[config.mk]
export PLATFORM = sky130hd
export DESIGN_NAME = spq_cell
export DESIGN_NICKNAME = d
export VERILOG_FILES = /design/src/hw/rtl/spq_pkg.sv /design/src/hw/rtl/spq_cell.sv
export SDC_FILE = /design/constraint.sdc
export NUM_CORES = 1
export LEC_CHECK = 0
export BUFFER_PORTS_ARGS = -buffer_cell sky130_fd_sc_hd__buf_2
export CELL_PAD_IN_SITES_DETAIL_PLACEMENT = 1
export CELL_PAD_IN_SITES_GLOBAL_PLACEMENT = 1
export CORE_MARGIN = 2
export CORE_UTILIZATION = 32
export CTS_CLUSTER_DIAMETER = 30
export DETAILED_ROUTE_END_ITERATION = 16
export PLACE_DENSITY_LB_ADDON = 0.25
export SETUP_SLACK_MARGIN = 0.2
export SYNTH_ARGS = -nofsm -noshare
export SYNTH_HDL_FRONTEND = slang
export SYNTH_SLANG_ARGS = --single-unit
[constraint.sdc]
create_clock -name clk -period 4.4 [get_ports clk]
set_input_delay 0.22 -clock clk [delete_from_list [all_inputs] [get_ports clk]]
set_output_delay 0.22 -clock clk [all_outputs]
set_load 0.01 [all_outputs]
[src/hw/rtl/spq_pkg.sv]
// ----------------------------------------------------------------------------
// spq_pkg
// shared types and constants of the sorted priority queue: depth, entry
// layout, action and status codes, and the control word of the cell chain
// ----------------------------------------------------------------------------
package spq_pkg;

    localparam int QUEUE_DEPTH = 64;
    localparam int COUNT_W     = $clog2(QUEUE_DEPTH + 1);
    localparam int ENTRY_W     = 7;

    typedef logic [COUNT_W-1:0] count_t;
    typedef logic [ENTRY_W-1:0] entry_cnt_t;

    typedef enum logic [1:0] {
        ACT_INSERT  = 2'd0,
        ACT_EXTRACT = 2'd1,
        ACT_PEEK    = 2'd2,
        ACT_CLEAR   = 2'd3
    } action_t;

    typedef enum logic [1:0] {
        ST_DONE  = 2'd0,
        ST_EMPTY = 2'd1,
        ST_FULL  = 2'd2
    } status_t;

    typedef struct packed {
        logic        [15:0] tag;
        logic signed [15:0] prio;
    } entry_t;

    typedef struct packed {
        logic ins_en;
        logic ext_en;
    } cell_ctrl_t;

endpackage

[src/hw/rtl/spq_cell.sv]
// ----------------------------------------------------------------------------
// spq_cell
// one slot of the queue chain; holds one entry and on each command either
// keeps it, takes the new entry, or takes its left or right neighbor's entry
// ----------------------------------------------------------------------------
module spq_cell (
    input  logic               clk,
    input  spq_pkg::cell_ctrl_t ctrl,
    input  spq_pkg::entry_t    new_entry,
    input  logic               occupied,
    input  logic               left_keep,
    input  spq_pkg::entry_t    left_entry,
    input  spq_pkg::entry_t    right_entry,
    output logic               keep,
    output spq_pkg::entry_t    entry
);

    spq_pkg::entry_t data_reg;
    spq_pkg::entry_t data_next;

    // chain is in descending priority, so an entry of equal or higher
    // priority stays ahead of the new one
    assign keep = occupied && ($signed(data_reg.prio) >= $signed(new_entry.prio));

    always_comb
    begin
        data_next = data_reg;
        if (ctrl.ext_en)
        begin
            data_next = right_entry;
        end
        else if (ctrl.ins_en)
        begin
            if (!left_keep)
            begin
                data_next = left_entry;
            end
            else if (!keep)
            begin
                data_next = new_entry;
            end
        end
    end

    always_ff @(posedge clk)
    begin
        data_reg <= data_next;
    end

    assign entry = data_reg;

endmodule

==> reports/summary.log <==
[worst_setup_path] critical path launch point entry[15]$_DFFE_PP_
[layout] filler cell count 765
[worst_setup_path] crit path cell chain ha_1 > or2b_1 > a21oi_1 > o31ai_1 > nor4bb_1 > o32a_2
[clocking] clock sink count 32
[status] outcome complete, no violations
[sta] unrepaired setup endpoints after global routing no
[clocking] clock tree from TritonCTS built
[layout] end-of-flow core utilization 45.5%
[floorplanning] initial core utilization 32.6%
[sta] highest clock rate 372 MHz
[placement] Cell Area, Placed 2780 sq um
[worst_setup_path] cell family with most CP delay compound AO/OA/AOI/OAI gates
[worst_setup_path] startpoint of the worst-slack reg-to-reg timing path entry[15]$_DFFE_PP_
[synthesis] fraction of synthesized cell area taken by the top area cell type 47.0%
[sta] share of the clock period used by the worst path 61.2%
[clocking] total clock buffers created by CTS 5
[grt] GRT Util Overall 17.0%
[worst_setup_path] crit path buf inv count 0
[synthesis] synthesis warning total 0
[clocking] Post-CTS Repair Setup Buffers 0
[grt] most used routing layer met2
[layout] Cell Count, Final, Fillers Out 408
[grt] routing usage on met2 29.5%
[worst_setup_path] crit path launch type register
[drt] final antenna-violating net count 0
[synthesis] synth cell count leaders sky130_fd_sc_hd__o21ai_0, sky130_fd_sc_hd__nand2_1, sky130_fd_sc_hd__edfxtp_1, sky130_fd_sc_hd__mux2i_1
[drt] number of vias after detailed routing 1957
[grt] routing usage on met3 6.13%
[synthesis] largest cells by area after synthesis sky130_fd_sc_hd__edfxtp_1, sky130_fd_sc_hd__mux2i_1, sky130_fd_sc_hd__ha_1, sky130_fd_sc_hd__o21ai_0, sky130_fd_sc_hd__nand2_1
[worst_hold_path] hold path startpoint right_entry[19]
[grt] M1 GR Usage 19.6%
[layout] P&R area growth vs syn 39.8%
[synthesis] Syn Inst Count 199
[clocking] number of cells upsized or downsized after cts 0
[synthesis] top cell type by total area after synthesis sky130_fd_sc_hd__edfxtp_1
[clocking] root buffer selected by CTS sky130_fd_sc_hd__clkbuf_8
[synthesis] average cell area after synthesis 10.3 sq um
[floorplanning] FP Rows 29
[placement] dpl ws 1.69 ns
[drt] DRC violations left 0
[sta] final setup violation count 0
[synthesis] post-synth cell types 24
[layout] ratio of cells with drive above 1 in the final layout 42.6%
[sta] Fin Clk Skew 0.00589 ns
[power_and_ir_drop] IR Drop Worst-Case VDD 0.000121 V
[worst_setup_path] Critical-path top delay cell sky130_fd_sc_hd__o32a_2
[floorplanning] die area 7050 sq um
[layout] max FFs per register 32
[grt] GR Overflow Total 0
[clocking] number of H-tree levels 2
[layout] fin nets 447
[grt] first-pass GRT wire length 9.61 mm
[grt] pin count of the biggest net entering global routing 67
[floorplanning] Core Box Area 6280 sq um
[synthesis] EDFF count, synth 32
[grt] vias in the first global route 2089
[power_and_ir_drop] leakage power 1.47 nW
[power_and_ir_drop] total power 0.817 mW
[drt] detailed-routing iteration count for the pre-antenna-repair pass 4
[drt] average routed wire per standard cell 14.1 um
[worst_setup_path] data required time of the critical path 4.30 ns
[layout] antenna cells 0
[sta] slew of the pin with the lowest slew margin 0.763 ns
[worst_hold_path] type of the tightest min-delay check input port to register
[clocking] CTS clock-pin slew for the worst setup and hold paths 0.07 ns
[sta] Worst slew margin 49.1%
[worst_setup_path] highest fanout seen on the critical path 32
[worst_setup_path] crit path DAT 2.60 ns
[synthesis] ys async rst share 0%
[synthesis] most used standard cell by instance count after synthesis sky130_fd_sc_hd__o21ai_0
[layout] post-route cell area 2860 sq um
[drt] final routed wirelength across all metal layers 5.77 mm
[drt] iteration-0 DRC count of the detailed router 33
[job] max cap viols 0
[synthesis] Most used DFF post-synth sky130_fd_sc_hd__edfxtp_1
[floorplanning] die height 84.0 um
[synthesis] Synth Register Bits 32
[sta] final hold vios 0
[sta] setup TNS 0 ns
[worst_setup_path] CP endpoint kind register
[synthesis] total standard cell area after synthesis 2050 sq um
[clocking] worst skew pair latency 0.28 ns
[sta] worst setup slack after layout 1.71 ns
[worst_setup_path] crit-path max cell delay 0.73 ns
[clocking] clk buf depth 2
[sta] Final Hold Slack 0.218 ns
[synthesis] sequential cell area fraction in the yosys report 47.0%
[clocking] hold-fix buffers at CTS 0
[grt] antenna violations before repair 0
[sta] final critical path time including I/O delays and setup 2.69 ns
[placement] gp weighted congestion 0.673
[drt] Via density 4.80
[power_and_ir_drop] power density of the placed cells 286 nW/um^2
[placement] total instance count after detailed placement 400
[worst_setup_path] critical setup path kind register to register
[synthesis] Synthesized Nets 316
[placement] Detailed Place HPWL 4.60 mm
[floorplanning] die width 84.0 um
[placement] number of buffer cells added on primary ports 133
[floorplanning] top-level port count 134
[sta] fin. max-slew vios 0
## kinds of logic after synthesis
group                    count (synthesis)  synth area share, %
buffers and inverters                   27                 5.14
AO/OA/AOI/OAI                           47                 12.5
AND/OR/NAND/NOR                         45                 9.91
multiplexers                            32                 15.7
adder cells (fa/ha/maj)                 16                 9.79
flip-flops                              32                 47.0
## layout by cell type (no fill, tap or decap)
| cell | synthesis | final |
|---|---|---|
| sky130_fd_sc_hd__nor4bb_1 | 1 | 1 |
| sky130_fd_sc_hd__mux2i_1 | 32 | 32 |
| sky130_fd_sc_hd__a211o_1 | 1 | 1 |
| sky130_fd_sc_hd__buf_4 | 0 | 2 |
| sky130_fd_sc_hd__nor2_1 | 1 | 1 |
| sky130_fd_sc_hd__clkbuf_1 | 8 | 2 |
| sky130_fd_sc_hd__a21oi_1 | 6 | 6 |
| sky130_fd_sc_hd__ha_1 | 16 | 16 |
| sky130_fd_sc_hd__buf_2 | 3 | 133 |
| sky130_fd_sc_hd__nand3_1 | 1 | 1 |
| sky130_fd_sc_hd__clkbuf_8 | 0 | 5 |
| sky130_fd_sc_hd__o211ai_1 | 1 | 1 |
| sky130_fd_sc_hd__nand4_1 | 4 | 4 |
| sky130_fd_sc_hd__o31ai_1 | 1 | 1 |
| sky130_fd_sc_hd__a211oi_1 | 1 | 1 |
| sky130_fd_sc_hd__nand2_1 | 33 | 33 |
| sky130_fd_sc_hd__nor2b_1 | 1 | 1 |
| sky130_fd_sc_hd__or2_1 | 1 | 1 |
| sky130_fd_sc_hd__o21ai_0 | 34 | 34 |
| sky130_fd_sc_hd__o32a_2 | 0 | 1 |
| sky130_fd_sc_hd__clkinv_1 | 0 | 1 |
| sky130_fd_sc_hd__inv_1 | 16 | 16 |
| sky130_fd_sc_hd__edfxtp_1 | 32 | 32 |
| sky130_fd_sc_hd__nor3b_1 | 1 | 1 |
| sky130_fd_sc_hd__or2b_1 | 1 | 1 |
| sky130_fd_sc_hd__a21o_1 | 2 | 2 |
| sky130_fd_sc_hd__nand3b_1 | 1 | 1 |
## per-layer routing
layer	part of all wire, %	vias up	wire length, um
met5	0	-	0
met1	38	892	2210
met4	0.78	0	45
li1	-	980	-
met3	9.5	4	546
met2	51	81	2970
## worst register-to-register path, stage by stage (launching register included)
cell	delay [ns]
sky130_fd_sc_hd__edfxtp_1	0.39
sky130_fd_sc_hd__ha_1	0.33
sky130_fd_sc_hd__or2b_1	0.23
sky130_fd_sc_hd__a21oi_1	0.12
sky130_fd_sc_hd__o31ai_1	0.08
sky130_fd_sc_hd__nor4bb_1	0.41
sky130_fd_sc_hd__o32a_2	0.73
## path summary, 6_finish.rpt
kind | endpoint | slack (ns) | cells past startpoint
setup / recovery | entry[31]$_DFFE_PP_ | 1.71 | 6
setup reg to reg | entry[31]$_DFFE_PP_ | 1.71 | 6
hold / removal | entry[19]$_DFFE_PP_ | 0.22 | 3
hold reg to reg | entry[15]$_DFFE_PP_ | 1.51 | 3
## layout make-up
type	instances	area (sq um)	area share, %
Clock buffer	7	76.3	2.67
Clock inverter	1	3.75	0.131
Inverter	16	60.1	2.10
Multi-Input combinational cell	140	981	34.3
Sequential cell	32	961	33.6
Tap cell	77	96.3	3.37
Timing Repair Buffer	135	681	23.8
## power by group
group / leakage, nW / switching, mW / internal (mW)
logic: 1.11 / 0.113 / 0.100
clock network: 0.0399 / 0.104 / 0.110
registers: 0.328 / 0.0121 / 0.378
Power figures use the tool's default switching activity.
